File: src/hw/rtl/ctpt_pkg.sv
`timescale 1ns / 1ps
// Package for the parent transform composition block: fixed-point constants,
// the CORDIC arctangent table and the types shared between the modules.
// Depends on nothing; every other file of the block but ctpt_if.sv uses it.
package ctpt_pkg;

	// Angles in Q16.16 degrees
	localparam logic [32:0] TURN    = 33'd23592960;
	localparam logic [32:0] HALF    = 33'd11796480;
	localparam logic [32:0] QUARTER = 33'd5898240;
	// Offset that lifts any negative 32-bit angle to a non-negative value
	// while keeping it congruent modulo one turn (92 turns).
	localparam logic [32:0] ANGLE_OFFSET = 33'd2170552320;

	// CORDIC gain in Q0.32, split into halves for the partial products
	localparam logic [31:0] GAIN    = 32'h9B74EDA8;
	localparam logic [15:0] GAIN_HI = GAIN[31:16];
	localparam logic [15:0] GAIN_LO = GAIN[15:0];

	localparam int TABLE_LEN    = 30;
	localparam int CORDIC_STEPS = 16;
	localparam int STEPS = (CORDIC_STEPS < TABLE_LEN) ? CORDIC_STEPS : TABLE_LEN;

	// Datapath widths: vector with 16 guard bits, residual angle in Q24 degrees
	localparam int XY_W = 50;
	localparam int Z_W  = 33;

	localparam int Q_DEPTH = 4;
	localparam int QP_W    = $clog2(Q_DEPTH);

	// atan(2^-i) in degrees with 24 fraction bits
	function automatic logic signed [Z_W-1:0] atan_q24(input logic [4:0] idx);
		logic signed [Z_W-1:0] r;
		unique case (idx)
			5'd0:  r = 33'sd754974720;
			5'd1:  r = 33'sd445687602;
			5'd2:  r = 33'sd235489088;
			5'd3:  r = 33'sd119537938;
			5'd4:  r = 33'sd60000934;
			5'd5:  r = 33'sd30029717;
			5'd6:  r = 33'sd15018523;
			5'd7:  r = 33'sd7509720;
			5'd8:  r = 33'sd3754917;
			5'd9:  r = 33'sd1877466;
			5'd10: r = 33'sd938734;
			5'd11: r = 33'sd469367;
			5'd12: r = 33'sd234684;
			5'd13: r = 33'sd117342;
			5'd14: r = 33'sd58671;
			5'd15: r = 33'sd29335;
			5'd16: r = 33'sd14668;
			5'd17: r = 33'sd7334;
			5'd18: r = 33'sd3667;
			5'd19: r = 33'sd1833;
			5'd20: r = 33'sd917;
			5'd21: r = 33'sd458;
			5'd22: r = 33'sd229;
			5'd23: r = 33'sd115;
			5'd24: r = 33'sd57;
			5'd25: r = 33'sd29;
			5'd26: r = 33'sd14;
			5'd27: r = 33'sd7;
			5'd28: r = 33'sd4;
			5'd29: r = 33'sd2;
			default: r = '0;
		endcase
		return r;
	endfunction

	// One classified item waiting for the rotation unit
	typedef struct packed {
		logic signed [32:0]     x;
		logic signed [32:0]     y;
		logic signed [Z_W-1:0]  z;
		logic signed [31:0]     px;
		logic signed [31:0]     py;
		logic signed [15:0]     sx;
		logic signed [15:0]     sy;
		logic signed [31:0]     wa;
	} q_item_t;

	typedef struct packed {
		logic full;
		logic empty;
	} q_stat_t;

endpackage

File: src/hw/rtl/ctpt_queue.sv
`timescale 1ns / 1ps
// Short first-in first-out queue between the front end and the rotation unit.
// Depends on ctpt_pkg for the item type and depth.
module ctpt_queue (
	input  logic              clk,
	input  logic              arst_n,
	input  logic              push,
	input  ctpt_pkg::q_item_t push_data,
	input  logic              pop,
	output ctpt_pkg::q_item_t pop_data,
	output ctpt_pkg::q_stat_t stat
);

	ctpt_pkg::q_item_t           mem_q [ctpt_pkg::Q_DEPTH];
	logic [ctpt_pkg::QP_W-1:0]   wr_ptr_q, rd_ptr_q;
	logic [ctpt_pkg::QP_W:0]     count_q;

	assign stat.full  = (count_q == (ctpt_pkg::QP_W + 1)'(ctpt_pkg::Q_DEPTH));
	assign stat.empty = (count_q == '0);
	assign pop_data   = mem_q[rd_ptr_q];

	always_ff @(posedge clk or negedge arst_n) begin
		if (!arst_n) begin
			wr_ptr_q <= '0;
			rd_ptr_q <= '0;
			count_q  <= '0;
		end else begin
			if (push)
				wr_ptr_q <= wr_ptr_q + 1'b1;
			if (pop)
				rd_ptr_q <= rd_ptr_q + 1'b1;
			if (push && !pop)
				count_q <= count_q + 1'b1;
			else if (pop && !push)
				count_q <= count_q - 1'b1;
		end
	end

	always_ff @(posedge clk) begin
		if (push)
			mem_q[wr_ptr_q] <= push_data;
	end

endmodule

File: config.mk
export PLATFORM = sky130hd
export DESIGN_NAME = ctpt_queue
export DESIGN_NICKNAME = d
export VERILOG_FILES = /design/src/hw/rtl/ctpt_pkg.sv /design/src/hw/rtl/ctpt_queue.sv
export SDC_FILE = /design/constraint.sdc
export NUM_CORES = 1
export LEC_CHECK = 0
export CAP_MARGIN = 0
export CORE_UTILIZATION = 68
export CTS_CLUSTER_DIAMETER = 30
export DETAILED_ROUTE_END_ITERATION = 8
export DONT_BUFFER_PORTS = 1
export PLACE_DENSITY = 0.84
export RECOVER_POWER = 25
export SKIP_CTS_REPAIR_TIMING = 1
export SYNTH_ARGS = -nofsm -noshare
export SYNTH_HDL_FRONTEND = slang
export SYNTH_SLANG_ARGS = --single-unit
File: constraint.sdc
create_clock -name clk -period 11.25 [get_ports clk]
set_input_delay 1.125 -clock clk [delete_from_list [all_inputs] [get_ports clk]]
set_output_delay 1.125 -clock clk [all_outputs]
set_load 0.01 [all_outputs]
==> impl_metrics.env <==
export IMPL_timing_final_crit_period_ns=5.18
export IMPL_ys_seq_elements=915
export IMPL_nFillCells=2057
export IMPL_synthArstFlopShare_pct=0.765
export IMPL_startpoint_type="register"
export IMPL_slew_headroom_pct=27.7
export IMPL_reg2reg_depth=5
export IMPL_clk_path_buf_depth=3
export IMPL_ios=460
export IMPL_synth_edf_count=908
export IMPL_finalSetupTns_ns=0
export IMPL_setup_viol=0
export IMPL_fin_util_pct=80.2
export IMPL_finalWirelength_um=82300
export IMPL_synth_commonest_cells="edfxtp_1 (908), mux4_2 (227), buf_2 (23)"
export IMPL_slowest_delay_ns=0.90
export IMPL_synth_cell_types=20
export IMPL_cts_buffers=142
export IMPL_synthFlopType="edfxtp_1"
export IMPL_fp_dieW_um=224
export IMPL_grt_start_max_net_pins=168
export IMPL_antenna_found_initial=0
export IMPL_insertion_delay_ns=0.70
export IMPL_switching_share_pct=30.0
export IMPL_drive_gt1_share_pct=33.5
export IMPL_synthesis_area_mm2=0.0334
export IMPL_path_common_cell="buf_4"
export IMPL_comb_power_share_pct=21.2
export IMPL_worst_ir_drop_vdd_mv=0.244
export IMPL_insertedDiodeCount=0
export IMPL_internal_power_mw=8.18
export IMPL_synth_nets=1457
export IMPL_synth_most_common_cell="edfxtp_1"
export IMPL_p_seq_share_pct=40.9
export IMPL_crit_chain="buf_4 -> buf_4 -> mux4_2"
export IMPL_grt_usage_pct=34.0
export IMPL_rsz0062_at_grt="no"
export IMPL_tritoncts="yes"
export IMPL_power_switching_mw=3.50
export IMPL_yosysSeqAreaShare_pct=82.2
export IMPL_cp_depth=3
export IMPL_status="finished clean"
export IMPL_syn_to_final_growth_pct=15.4
export IMPL_drc=0
export IMPL_dr_first_iter_drc_count=1647
export IMPL_fmax_mhz=193
export IMPL_nets=1564
export IMPL_htreeDepth=4
export IMPL_fp_dieH_um=224
export IMPL_end_kind="primary output"
export IMPL_path_delay_family="buffers and inverters"
export IMPL_drv_cap=0
export IMPL_grt_pass1_wl_um=115000
export IMPL_r2r_slack_ns=7.57
export IMPL_hold_path_class="in2async"
export IMPL_worst_slew_pin_transition_ns=1.08
export IMPL_initial_utilization_pct=69.5
export IMPL_fin_skew_ns=0.0247
export IMPL_drv_slew=0
export IMPL_overflow=0
export IMPL_grt_pass1_vias=15600
export IMPL_firstDrtPassIters=5
export IMPL_cp_max_fo=50
export IMPL_die_area_mm2=0.0500
export IMPL_r2r_start="wr_ptr_q[1]$_DFFE_PN0P_"
export IMPL_timing_rr_end="mem_q[1][215]$_DFFE_PP_"
export IMPL_finalHoldViolations=0
export IMPL_slowest_stage="buf_4"
export IMPL_pwr_density_cell_mw_per_mm2=303
export IMPL_synth_area_top_cells="edfxtp_1 (82%), mux4_2 (15%), buf_12 (1.3%)"
export IMPL_cts_clk_slew_worst_paths_ns=0.06
export IMPL_final_antenna_net_count=0
export IMPL_clkPwrFrac_pct=37.9
export IMPL_syn_inst=1220
export IMPL_core_area_mm2=0.0480
export IMPL_crit_arrival_ns=4.05
export IMPL_cts_root_buffer="clkbuf_16"
export IMPL_synth_area_per_cell_um2=27.4
export IMPL_critPathKind="reg2out"
export IMPL_gp_congestion=0.790
export IMPL_post_route_period_util_pct=46.0
export IMPL_portBuffers=0
export IMPL_wl_per_cell_um=40.0
export IMPL_synth_top_cell_area_share_pct=81.7
export IMPL_yosysWarnings=0
export IMPL_leakage_nw=12.4
export IMPL_cp_required_ns=10.13
export IMPL_place_hpwl_um=40000
export IMPL_via_per_inst=7.05
export IMPL_cts_sink_count=915
export IMPL_cp_num_buf_inv=2
export IMPL_vias=14500
export IMPL_rows=80
export IMPL_yosys_area_top_type="edfxtp_1"
==> power by group through the flow <==
stage / clock (mW) / combinational, mW / sequential, mW
3_5_place_dp: 0 / 2.43 / 4.77
4_1_cts: 4.46 / 2.51 / 4.78
6_report: 4.43 / 2.48 / 4.77
3_3_place_gp: 0 / 2.39 / 4.71
5_1_grt: 4.58 / 2.57 / 4.81
2_1_floorplan: 0 / 2.06 / 4.76
==> flip-flops by register name, summed over array words and instances (netlist names) <==
| name | count |
|---|---|
| count_q | 3 |
| mem_q | 908 |
| rd_ptr_q | 2 |
| wr_ptr_q | 2 |
==> worst register-to-register path, stage by stage (launching register included) <==
cell     delay (ns)
dfrtp_1        0.41
inv_1          0.14
ha_1           0.19
and2_4         0.80
buf_4          0.95
buf_4          0.79
==> per-layer routing <==
layer  vias up  track usage (%)  routed length, um
met2      1052             57.4              43200
met1      7702             37.9              25900
met5         -                0                  0
met3       180             14.4              10000
li1       5581                -                  -
met4         0             14.4               3140
==> cell usage in the layout (no fill, tap or decap), types with 4 or more instances in the layout <==
master,count
bufinv_16,15
edfxtp_1,908
ha_1,5
clkinv_1,9
xor2_1,4
dfrtp_1,5
mux4_2,227
inv_8,6
clkinv_2,18
inv_6,16
clkinv_4,11
buf_12,4
inv_1,4
and2_4,4
buf_4,10
clkinvlp_4,21
clkbuf_16,147
clkbuf_1,15
==> kinds of logic (layout without fill, tap and decap cells) <==
kind of cell    after synthesis  after routing  share of synthesized area (%)
flops                       915            915                           82.2
mux                         228            228                           15.4
buf+inv                      55            278                           1.86
simple gates                  9              9                          0.146
fa+ha+maj                     6              6                          0.247
xor+xnor                      6              6                          0.157
compound gates                1              1                         0.0150
==> final cells by class <==
cell class	instances	area, um2	area share, %
Inverter	4	15.0	0.0390
Sequential cell	915	27400	71.3
Tap cell	615	769	2.00
Clock inverter	98	1070	2.77
Multi-Input combinational cell	250	5320	13.8
Clock buffer	162	3730	9.70
Timing Repair Buffer	14	155	0.403
==> how the worst max path moves through the flow <==
stage                                        from                     to  slack (ns)
final                     rd_ptr_q[0]$_DFFE_PN0P_           pop_data[80]        6.07
after global routing      rd_ptr_q[0]$_DFFE_PN0P_           pop_data[93]        5.72
after CTS                 rd_ptr_q[0]$_DFFE_PN0P_           pop_data[93]        5.88
after detailed placement  rd_ptr_q[0]$_DFFE_PN0P_           pop_data[86]        6.69
after global placement    rd_ptr_q[0]$_DFFE_PN0P_           pop_data[86]        6.71
after floorplan                              push  mem_q[1][0]$_DFFE_PP_        4.37
==> through the flow <==
| stage | cells | worst slack (ns) | total power [mW] | instance area (um2) | hold slack (ns) |
|---|---|---|---|---|---|
| finish | 2058 | 6.07 | 11.7 | 38500 | 0.112 |
| detailed placement | 1798 | 6.69 | 7.20 | 33700 | 0.484 |
| floorplan | 1220 | 4.37 | 6.82 | 33400 | 0.456 |
| global placement | 1798 | 6.71 | 7.10 | 33700 | 0.491 |
| CTS | 2058 | 5.88 | 11.7 | 38500 | 0.0733 |
| global route | 2058 | 5.72 | 12.0 | 38500 | 0.0859 |
No activity file was read; power rests on OpenSTA's default activity.
