## config.mk

```make
export PLATFORM = sky130hd
export DESIGN_NAME = ctpt_front_flat
export DESIGN_NICKNAME = d
export VERILOG_FILES = /design/src/hw/rtl/ctpt_pkg.sv /design/src/hw/rtl/ctpt_if.sv /design/src/hw/rtl/ctpt_front.sv /design/src/flat_wrapper.sv
export SDC_FILE = /design/constraint.sdc
export NUM_CORES = 2
export LEC_CHECK = 0
export ABC_AREA = 1
export BUFFER_PORTS_ARGS = -buffer_cell sky130_fd_sc_hd__buf_4
export CAP_MARGIN = 20
export CORE_UTILIZATION = 50
export CTS_CLUSTER_SIZE = 30
export DETAILED_ROUTE_END_ITERATION = 12
export GPL_TIMING_DRIVEN = 0
export MAX_ROUTING_LAYER = met4
export PLACE_DENSITY = 0.69
export RECOVER_POWER = 100
export SYNTH_ARGS = -nofsm -noshare
export SYNTH_HDL_FRONTEND = slang
export SYNTH_SLANG_ARGS = --single-unit
```

## constraint.sdc

```tcl
create_clock -name clk -period 71 [get_ports clk]
set_clock_uncertainty 0.1 [all_clocks]
set_input_delay 3.55 -clock clk [delete_from_list [all_inputs] [get_ports clk]]
set_output_delay 3.55 -clock clk [all_outputs]
set_load 0.05 [all_outputs]
```

## src/hw/rtl/ctpt_pkg.sv

```systemverilog
`timescale 1ns / 1ps
// Package for the parent transform composition block: fixed-point constants,
// the CORDIC arctangent table and the types shared between the modules.
// Depends on nothing; every other file of the block but ctpt_if.sv uses it.
package ctpt_pkg;

	// Angles in Q16.16 degrees
	localparam logic [32:0] TURN    = 33'd23592960;
	localparam logic [32:0] HALF    = 33'd11796480;
	localparam logic [32:0] QUARTER = 33'd5898240;
	// Offset that lifts any negative 32-bit angle to a non-negative value
	// while keeping it congruent modulo one turn (92 turns).
	localparam logic [32:0] ANGLE_OFFSET = 33'd2170552320;

	// CORDIC gain in Q0.32, split into halves for the partial products
	localparam logic [31:0] GAIN    = 32'h9B74EDA8;
	localparam logic [15:0] GAIN_HI = GAIN[31:16];
	localparam logic [15:0] GAIN_LO = GAIN[15:0];

	localparam int TABLE_LEN    = 30;
	localparam int CORDIC_STEPS = 16;
	localparam int STEPS = (CORDIC_STEPS < TABLE_LEN) ? CORDIC_STEPS : TABLE_LEN;

	// Datapath widths: vector with 16 guard bits, residual angle in Q24 degrees
	localparam int XY_W = 50;
	localparam int Z_W  = 33;

	localparam int Q_DEPTH = 4;
	localparam int QP_W    = $clog2(Q_DEPTH);

	// atan(2^-i) in degrees with 24 fraction bits
	function automatic logic signed [Z_W-1:0] atan_q24(input logic [4:0] idx);
		logic signed [Z_W-1:0] r;
		unique case (idx)
			5'd0:  r = 33'sd754974720;
			5'd1:  r = 33'sd445687602;
			5'd2:  r = 33'sd235489088;
			5'd3:  r = 33'sd119537938;
			5'd4:  r = 33'sd60000934;
			5'd5:  r = 33'sd30029717;
			5'd6:  r = 33'sd15018523;
			5'd7:  r = 33'sd7509720;
			5'd8:  r = 33'sd3754917;
			5'd9:  r = 33'sd1877466;
			5'd10: r = 33'sd938734;
			5'd11: r = 33'sd469367;
			5'd12: r = 33'sd234684;
			5'd13: r = 33'sd117342;
			5'd14: r = 33'sd58671;
			5'd15: r = 33'sd29335;
			5'd16: r = 33'sd14668;
			5'd17: r = 33'sd7334;
			5'd18: r = 33'sd3667;
			5'd19: r = 33'sd1833;
			5'd20: r = 33'sd917;
			5'd21: r = 33'sd458;
			5'd22: r = 33'sd229;
			5'd23: r = 33'sd115;
			5'd24: r = 33'sd57;
			5'd25: r = 33'sd29;
			5'd26: r = 33'sd14;
			5'd27: r = 33'sd7;
			5'd28: r = 33'sd4;
			5'd29: r = 33'sd2;
			default: r = '0;
		endcase
		return r;
	endfunction

	// One classified item waiting for the rotation unit
	typedef struct packed {
		logic signed [32:0]     x;
		logic signed [32:0]     y;
		logic signed [Z_W-1:0]  z;
		logic signed [31:0]     px;
		logic signed [31:0]     py;
		logic signed [15:0]     sx;
		logic signed [15:0]     sy;
		logic signed [31:0]     wa;
	} q_item_t;

	typedef struct packed {
		logic full;
		logic empty;
	} q_stat_t;

endpackage

```

## src/hw/rtl/ctpt_if.sv

```systemverilog
`timescale 1ns / 1ps
// Channel interfaces of the parent transform composition block: input items,
// results and the configuration write channel. No package dependencies.
interface ctpt_in_if;
	logic               valid;
	logic               ready;
	logic signed [31:0] local_x;
	logic signed [31:0] local_y;
	logic signed [15:0] local_scale_x;
	logic signed [15:0] local_scale_y;
	logic signed [31:0] local_angle;
	logic signed [31:0] parent_x;
	logic signed [31:0] parent_y;
	logic signed [15:0] parent_scale_x;
	logic signed [15:0] parent_scale_y;
	logic signed [31:0] parent_angle;
	logic               has_parent;

	modport source (output valid, local_x, local_y, local_scale_x, local_scale_y,
		local_angle, parent_x, parent_y, parent_scale_x, parent_scale_y,
		parent_angle, has_parent, input ready);
	modport sink (input valid, local_x, local_y, local_scale_x, local_scale_y,
		local_angle, parent_x, parent_y, parent_scale_x, parent_scale_y,
		parent_angle, has_parent, output ready);
endinterface


interface ctpt_cfg_if;
	logic valid;
	logic ready;
	logic follow_parent_scale;

	modport source (output valid, follow_parent_scale, input ready);
	modport sink (input valid, follow_parent_scale, output ready);
endinterface

```

## src/hw/rtl/ctpt_front.sv

```systemverilog
`timescale 1ns / 1ps
// Front end: accepts items, forms the angle sum and scale products, reduces
// the parent angle modulo one turn and folds it into the CORDIC range.
// Depends on ctpt_pkg and the channel interfaces in ctpt_if.sv.
module ctpt_front (
	input  logic              clk,
	input  logic              arst_n,
	ctpt_cfg_if.sink          cfg,
	ctpt_in_if.sink           node,
	output logic              push,
	output ctpt_pkg::q_item_t push_data,
	input  logic              full
);

	typedef struct packed {
		logic signed [32:0] x;
		logic signed [32:0] y;
		logic signed [31:0] px;
		logic signed [31:0] py;
		logic signed [15:0] lsx;
		logic signed [15:0] lsy;
		logic signed [31:0] prx;
		logic signed [31:0] pry;
		logic               use_prod;
		logic signed [31:0] wa;
		logic [32:0]        u;
	} s1_t;

	typedef struct packed {
		logic signed [32:0] x;
		logic signed [32:0] y;
		logic signed [31:0] px;
		logic signed [31:0] py;
		logic signed [15:0] sx;
		logic signed [15:0] sy;
		logic signed [31:0] wa;
		logic [32:0]        u;
	} red_t;

	function automatic logic [32:0] red_step(input logic [32:0] u, input int unsigned k);
		logic [32:0] t;
		t = ctpt_pkg::TURN << k;
		return (u >= t) ? (u - t) : u;
	endfunction

	function automatic logic signed [15:0] scale_round(input logic signed [31:0] p);
		logic signed [32:0] t;
		t = ($signed({p[31], p}) + 33'sd128) >>> 8;
		if (t[32:15] == {18{t[32]}})
			return t[15:0];
		return t[32] ? 16'sh8000 : 16'sh7fff;
	endfunction

	logic        follow_q;
	logic        adv;
	logic        vld_s1, vld_s2, vld_s3, vld_s4, vld_s5;
	s1_t         s1_d, fr_s1;
	red_t        s2_d, s3_d, s4_d, s5_d, fr_s2, fr_s3, fr_s4, fr_s5;
	logic signed [32:0] asum;
	logic [32:0] m_lo;
	logic signed [26:0] ms, mf;
	logic        flip;

	assign cfg.ready = 1'b1;

	always_ff @(posedge clk or negedge arst_n) begin
		if (!arst_n) begin
			follow_q <= 1'b1;
		end else if (cfg.valid && cfg.ready) begin
			follow_q <= cfg.follow_parent_scale;
		end
	end

	assign adv        = !vld_s5 || !full;
	assign node.ready = adv;
	assign push       = vld_s5 && !full;

	// Stage 1 inputs: sums and products, a pass-through item gets a null vector
	always_comb begin
		asum        = $signed({node.local_angle[31], node.local_angle})
			+ $signed({node.parent_angle[31], node.parent_angle});
		s1_d.x      = node.has_parent ? 33'(node.local_x) : '0;
		s1_d.y      = node.has_parent ? 33'(node.local_y) : '0;
		s1_d.px     = node.has_parent ? node.parent_x : node.local_x;
		s1_d.py     = node.has_parent ? node.parent_y : node.local_y;
		s1_d.lsx    = node.local_scale_x;
		s1_d.lsy    = node.local_scale_y;
		s1_d.prx    = 32'(node.local_scale_x * node.parent_scale_x);
		s1_d.pry    = 32'(node.local_scale_y * node.parent_scale_y);
		s1_d.use_prod = node.has_parent && follow_q;
		if (!node.has_parent)
			s1_d.wa = node.local_angle;
		else if (asum[32] != asum[31])
			s1_d.wa = asum[32] ? 32'sh80000000 : 32'sh7fffffff;
		else
			s1_d.wa = asum[31:0];
		s1_d.u = node.parent_angle[31]
			? ({node.parent_angle[31], node.parent_angle} + ctpt_pkg::ANGLE_OFFSET)
			: {1'b0, node.parent_angle};
	end

	always_comb begin
		s2_d.x  = fr_s1.x;
		s2_d.y  = fr_s1.y;
		s2_d.px = fr_s1.px;
		s2_d.py = fr_s1.py;
		s2_d.sx = fr_s1.use_prod ? scale_round(fr_s1.prx) : fr_s1.lsx;
		s2_d.sy = fr_s1.use_prod ? scale_round(fr_s1.pry) : fr_s1.lsy;
		s2_d.wa = fr_s1.wa;
		s2_d.u  = red_step(red_step(fr_s1.u, 7), 6);
	end

	// Two restoring reduction steps per stage
	always_comb begin
		s3_d   = fr_s2;
		s3_d.u = red_step(red_step(fr_s2.u, 5), 4);
		s4_d   = fr_s3;
		s4_d.u = red_step(red_step(fr_s3.u, 3), 2);
		s5_d   = fr_s4;
		s5_d.u = red_step(red_step(fr_s4.u, 1), 0);
	end

	always_ff @(posedge clk or negedge arst_n) begin
		if (!arst_n) begin
			vld_s1 <= 1'b0;
			vld_s2 <= 1'b0;
			vld_s3 <= 1'b0;
			vld_s4 <= 1'b0;
			vld_s5 <= 1'b0;
		end else if (adv) begin
			vld_s1 <= node.valid;
			vld_s2 <= vld_s1;
			vld_s3 <= vld_s2;
			vld_s4 <= vld_s3;
			vld_s5 <= vld_s4;
		end
	end

	always_ff @(posedge clk) begin
		if (adv) begin
			fr_s1 <= s1_d;
			fr_s2 <= s2_d;
			fr_s3 <= s3_d;
			fr_s4 <= s4_d;
			fr_s5 <= s5_d;
		end
	end

	// Map to [-180,180), then fold into [-90,90] negating the vector
	always_comb begin
		m_lo = fr_s5.u;
		ms   = (m_lo >= ctpt_pkg::HALF) ? $signed(27'(m_lo) - 27'(ctpt_pkg::TURN))
			: $signed(27'(m_lo));
		flip = 1'b0;
		mf   = ms;
		if (ms > $signed(27'(ctpt_pkg::QUARTER))) begin
			flip = 1'b1;
			mf   = ms - $signed(27'(ctpt_pkg::HALF));
		end else if (ms < -$signed(27'(ctpt_pkg::QUARTER))) begin
			flip = 1'b1;
			mf   = ms + $signed(27'(ctpt_pkg::HALF));
		end
		push_data.x  = flip ? -fr_s5.x : fr_s5.x;
		push_data.y  = flip ? -fr_s5.y : fr_s5.y;
		// The folded angle stays within 90 degrees, so 25 bits hold it
		push_data.z  = $signed({mf[24:0], 8'd0});
		push_data.px = fr_s5.px;
		push_data.py = fr_s5.py;
		push_data.sx = fr_s5.sx;
		push_data.sy = fr_s5.sy;
		push_data.wa = fr_s5.wa;
	end

endmodule

```

## src/flat_wrapper.sv

```systemverilog
// flat-port wrapper written by rule: the top's interface ports become plain ports
module ctpt_front_flat 
  (clk, arst_n, push, push_data, full, cfg_valid, cfg_follow_parent_scale, cfg_ready, node_valid, node_local_x, node_local_y, node_local_scale_x, node_local_scale_y, node_local_angle, node_parent_x, node_parent_y, node_parent_scale_x, node_parent_scale_y, node_parent_angle, node_has_parent, node_ready);
  ctpt_cfg_if cfg_i ();
  ctpt_in_if node_i ();
  input  logic clk;
  input  logic arst_n;
  output logic push;
  output ctpt_pkg::q_item_t push_data;
  input  logic full;
  input wire logic [$bits(cfg_i.valid)-1:0] cfg_valid;
  input wire logic [$bits(cfg_i.follow_parent_scale)-1:0] cfg_follow_parent_scale;
  output wire logic [$bits(cfg_i.ready)-1:0] cfg_ready;
  input wire logic [$bits(node_i.valid)-1:0] node_valid;
  input wire logic [$bits(node_i.local_x)-1:0] node_local_x;
  input wire logic [$bits(node_i.local_y)-1:0] node_local_y;
  input wire logic [$bits(node_i.local_scale_x)-1:0] node_local_scale_x;
  input wire logic [$bits(node_i.local_scale_y)-1:0] node_local_scale_y;
  input wire logic [$bits(node_i.local_angle)-1:0] node_local_angle;
  input wire logic [$bits(node_i.parent_x)-1:0] node_parent_x;
  input wire logic [$bits(node_i.parent_y)-1:0] node_parent_y;
  input wire logic [$bits(node_i.parent_scale_x)-1:0] node_parent_scale_x;
  input wire logic [$bits(node_i.parent_scale_y)-1:0] node_parent_scale_y;
  input wire logic [$bits(node_i.parent_angle)-1:0] node_parent_angle;
  input wire logic [$bits(node_i.has_parent)-1:0] node_has_parent;
  output wire logic [$bits(node_i.ready)-1:0] node_ready;
  assign cfg_i.valid = cfg_valid;
  assign cfg_i.follow_parent_scale = cfg_follow_parent_scale;
  assign cfg_ready = cfg_i.ready;
  assign node_i.valid = node_valid;
  assign node_i.local_x = node_local_x;
  assign node_i.local_y = node_local_y;
  assign node_i.local_scale_x = node_local_scale_x;
  assign node_i.local_scale_y = node_local_scale_y;
  assign node_i.local_angle = node_local_angle;
  assign node_i.parent_x = node_parent_x;
  assign node_i.parent_y = node_parent_y;
  assign node_i.parent_scale_x = node_parent_scale_x;
  assign node_i.parent_scale_y = node_parent_scale_y;
  assign node_i.parent_angle = node_parent_angle;
  assign node_i.has_parent = node_has_parent;
  assign node_ready = node_i.ready;
  ctpt_front u_core (.clk(clk), .arst_n(arst_n), .cfg(cfg_i), .node(node_i), .push(push), .push_data(push_data), .full(full));
endmodule
```

==> impl_metrics.prom <==
# TYPE chip_impl_metric gauge
chip_impl_info{name="run_status",value="finished, violations left"} 1
chip_impl_info{name="violations_in_the_final_reports",value="capacitance limit, slew limit"} 1
chip_impl_metric{name="period_share",unit="%"} 33.9
chip_impl_metric{name="rrSetupSlack",unit="ns"} 53.13
chip_impl_metric{name="grt_pass1_vias",unit=""} 45900
chip_impl_metric{name="synth.yosys.seq_area_share",unit="%"} 50.3
chip_impl_metric{name="syn2layout_area_growth",unit="%"} 12.2
chip_impl_metric{name="dpl_worst_slack",unit="ns"} 60.24
chip_impl_metric{name="vias_per_cell",unit=""} 5.00
chip_impl_metric{name="critPathArrivalTime",unit="ns"} 20.44
chip_impl_metric{name="grt_antenna_before_repair",unit=""} 21
chip_impl_metric{name="synthDistinctLibCells",unit=""} 63
chip_impl_metric{name="setup-violations-final",unit=""} 0
chip_impl_metric{name="die_width",unit="µm"} 378
chip_impl_metric{name="finalNetCount",unit=""} 8446
chip_impl_metric{name="ys_seq_elements",unit=""} 1182
chip_impl_metric{name="finalHoldViolations",unit=""} 0
chip_impl_info{name="synth_ff_type",value="edfxtp_1"} 1
chip_impl_metric{name="ctsLongestPathBuffers",unit=""} 3
chip_impl_metric{name="grt_start_max_net_pins",unit=""} 78
chip_impl_metric{name="grt_first_pass_wirelength",unit="µm"} 252000
chip_impl_metric{name="worst_slew_margin_rel",unit="%"} -159
chip_impl_metric{name="initial_drt_markers",unit=""} 3852
chip_impl_metric{name="finalCriticalPeriod",unit="ns"} 24.09
chip_impl_metric{name="numCtsBuffers",unit=""} 119
chip_impl_metric{name="drt_pass1_iterations",unit=""} 6
chip_impl_metric{name="cts-hold-fix-buffers",unit=""} 0
chip_impl_metric{name="wirelength",unit="µm"} 165000
chip_impl_metric{name="share_of_final_layout_standard_cells_stronger_than_drive_strength_1",unit="%"} 8.49
chip_impl_metric{name="required",unit="ns"} 67.35
chip_impl_info{name="worst_setup_path_startpoint",value="full"} 1
chip_impl_metric{name="reg2regPathDepth",unit=""} 7
chip_impl_metric{name="top_level_ports",unit=""} 493
chip_impl_metric{name="register_area",unit="µm²"} 35500
chip_impl_metric{name="synth_top_area_share",unit="%"} 50.0
chip_impl_metric{name="worstMarginPinSlew",unit="ns"} 3.88
chip_impl_metric{name="met2_routing_resource_usage_after_global_routing",unit="%"} 36.3
chip_impl_info{name="timing.critical_path.from_type",value="input pin"} 1
chip_impl_metric{name="cts-htree-levels",unit=""} 3
chip_impl_metric{name="multi_input_area",unit="µm²"} 28300
chip_impl_metric{name="syn_area_per_cell",unit="µm²"} 10.3
chip_impl_info{name="hold_path.class",value="reg2reg"} 1
chip_impl_metric{name="post_cts_repair_resize_count",unit=""} 0
chip_impl_metric{name="total_core_area",unit="µm²"} 140000
chip_impl_info{name="clock_tree_from_tritoncts",value="built"} 1
chip_impl_metric{name="synth_async_sr_flop_share",unit="%"} 0.508
chip_impl_info{name="worstSetupEndpoint",value="node_ready"} 1
chip_impl_metric{name="globalRouteMet3Util",unit="%"} 3.62
chip_impl_metric{name="max_freq",unit="MHz"} 41.5
chip_impl_metric{name="portBuffers",unit=""} 457
chip_impl_metric{name="clock_insertion_delay_worst_skew",unit="ns"} 0.76
chip_impl_metric{name="globalRouteMet1Util",unit="%"} 32.5
chip_impl_info{name="synth_top_area_cell",value="edfxtp_1"} 1
chip_impl_info{name="top_usage_layer",value="met2"} 1
chip_impl_metric{name="remaining_drc_errors",unit=""} 0
chip_impl_metric{name="maxCapViolations",unit=""} 20
chip_impl_metric{name="dieArea",unit="µm²"} 143000
chip_impl_metric{name="clk_pin_slew",unit="ns"} 0.06
chip_impl_info{name="cts.root.buffer_cell",value="clkbuf_16"} 1
chip_impl_metric{name="synthesized_cell_area",unit="µm²"} 70600
chip_impl_metric{name="synthesis.yosys.warnings",unit=""} 0
chip_impl_metric{name="setup_total_negative_slack",unit="ns"} 0
chip_impl_metric{name="initial_core_util",unit="%"} 50.5
chip_impl_metric{name="post_route_ant_nets",unit=""} 0
chip_impl_metric{name="finalMaxSlewViolations",unit=""} 1207
chip_impl_metric{name="core.rowCount",unit=""} 137
chip_impl_info{name="reg2reg_launch_point",value="u_core.vld_s5"} 1
chip_impl_metric{name="synth-edff-count",unit=""} 1176
chip_impl_metric{name="num_vias",unit=""} 47200
chip_impl_metric{name="post_cts_buffers",unit=""} 0
chip_impl_metric{name="place_hpwl",unit="µm"} 131000
chip_impl_metric{name="route.detailed.wl_per_inst",unit="µm"} 17.4
chip_impl_info{name="most_used_standard_cell_by_instance_count_after_synthesis",value="nand2_1"} 1
chip_impl_info{name="start_to_end_type_of_the_worst_setup_path",value="in2out"} 1
chip_impl_info{name="rsz0062_at_grt",value="false"} 1
chip_impl_metric{name="die-height",unit="µm"} 378
chip_impl_metric{name="overflow",unit=""} 0
chip_impl_metric{name="maximum_net_fanout_on_the_critical_path",unit=""} 77
chip_impl_info{name="netlist_top_cells_area",value="edfxtp_1 50%, fa_1 15%, nand2_1 9.5%"} 1
chip_impl_info{name="synthTopCellsByCount",value="1779 x nand2_1, 1246 x inv_1, 1176 x edfxtp_1"} 1
chip_impl_metric{name="cts_sinks",unit=""} 1182
chip_impl_info{name="r2r-end",value="u_core.fr_s1[181]"} 1
chip_impl_info{name="worstSetupEndpointType",value="primary output"} 1
chip_impl_metric{name="fin_ws",unit="ns"} 46.91
chip_impl_metric{name="gp_congestion",unit=""} 0.946
chip_impl_metric{name="track_usage",unit="%"} 23.8
chip_impl_metric{name="syn-instance-count",unit=""} 6838
chip_impl_metric{name="nFillCells",unit=""} 12300
-- worst min path at each step --
stage | startpoint | end | slack (ns) | depth (start not counted)
6_report | u_core.fr_s1[181] | u_core.fr_s2[116] | 0.26 | 0
2_1_floorplan | u_core.fr_s1[165] | u_core.fr_s2[100] | 0.30 | 0
3_3_place_gp | u_core.fr_s2[100] | u_core.fr_s3[100] | 0.30 | 0
5_1_grt | u_core.fr_s1[181] | u_core.fr_s2[116] | 0.27 | 0
4_1_cts | u_core.fr_s1[181] | u_core.fr_s2[116] | 0.26 | 0
3_5_place_dp | u_core.fr_s1[178] | u_core.fr_s2[113] | 0.30 | 0
-- state kept, by name, summed over array words and instances (netlist names) --
register	cells
u_core.fr_s1	276
u_core.fr_s2	225
u_core.fr_s3	225
u_core.fr_s4	225
u_core.push_data	128
u_core.fr_s5	64
u_core.m_lo	33
u_core.follow_q	1
u_core.vld_s1	1
u_core.vld_s2	1
u_core.vld_s3	1
u_core.vld_s4	1
u_core.vld_s5	1
-- layout make-up --
type	instances	share of cell area (%)
multi-input combinational	4055	35.7
inverter	1272	6.03
antenna	17	0.0537
clock inverter	79	1.01
clock buffer	139	3.88
buffer	337	2.39
tap	1876	2.96
timing repair buffer	476	3.18
sequential	1182	44.8
-- cells in the final DEF, fill, tap and decap left out, types with 17 or more instances in the layout --
master / count
inv_2: 21
nand3_1: 285
o21ai_0: 97
xor2_1: 162
inv_1: 1250
nand2_2: 31
clkbuf_16: 120
clkinv_1: 26
nor2_1: 480
nor4_1: 19
clkbuf_1: 458
ha_1: 217
edfxtp_1: 1176
nand2_1: 1786
nand4_1: 40
buf_4: 347
nor3_1: 48
fa_1: 523
a21oi_1: 158
xnor2_1: 65
diode_2: 17
-- metrics by stage --
stage	cell area, µm²	instances	hold slack [ns]	utilization (%)
6_report	79200	9433	0.262	56.7
2_1_floorplan	70600	6846	0.300	-
3_5_place_dp	76900	9198	0.305	55.0
5_1_grt	79200	9427	0.271	56.7
3_3_place_gp	76400	9179	0.300	54.7
4_1_cts	80800	9416	0.262	57.8
-- logic make-up (layout without fill, tap and decap cells) --
kind of cell | Yosys count | after routing | share of synthesized area (%)
buffers and inverters | 1609 | 2303 | 9.57
other | 2 | 27 | 0.0106
adders and majority gates | 740 | 740 | 18.7
xor gates and xnor gates | 227 | 227 | 2.82
AOI/OAI and AO/OA | 334 | 334 | 2.68
DFF | 1182 | 1182 | 50.3
and+or+nand+nor | 2742 | 2742 | 15.9
muxes | 2 | 2 | 0.0319
-- routing by layer --
| layer | routed length, µm | vias up | share of wire (%) |
|---|---|---|---|
| li1 | - | 22600 | - |
| met1 | 71300 | 22800 | 43 |
| met2 | 75700 | 1426 | 46 |
| met3 | 12000 | 300 | 7.3 |
| met4 | 5500 | 0 | 3.3 |
| met5 | 0 | - | 0 |
-- worst max-delay path, cell delays in order --
cell and delay [ns]:
clkbuf_1 0.09, nand2_1 0.99, clkbuf_1 2.72, clkbuf_1 2.50, clkbuf_1 2.58, clkbuf_1 2.27
clkbuf_1 2.07, clkbuf_1 2.83, clkbuf_1 0.58
Power is left out: the tool's default activity adds up to more than one toggle a clock period on the data nets, which glitch-free logic cannot reach.
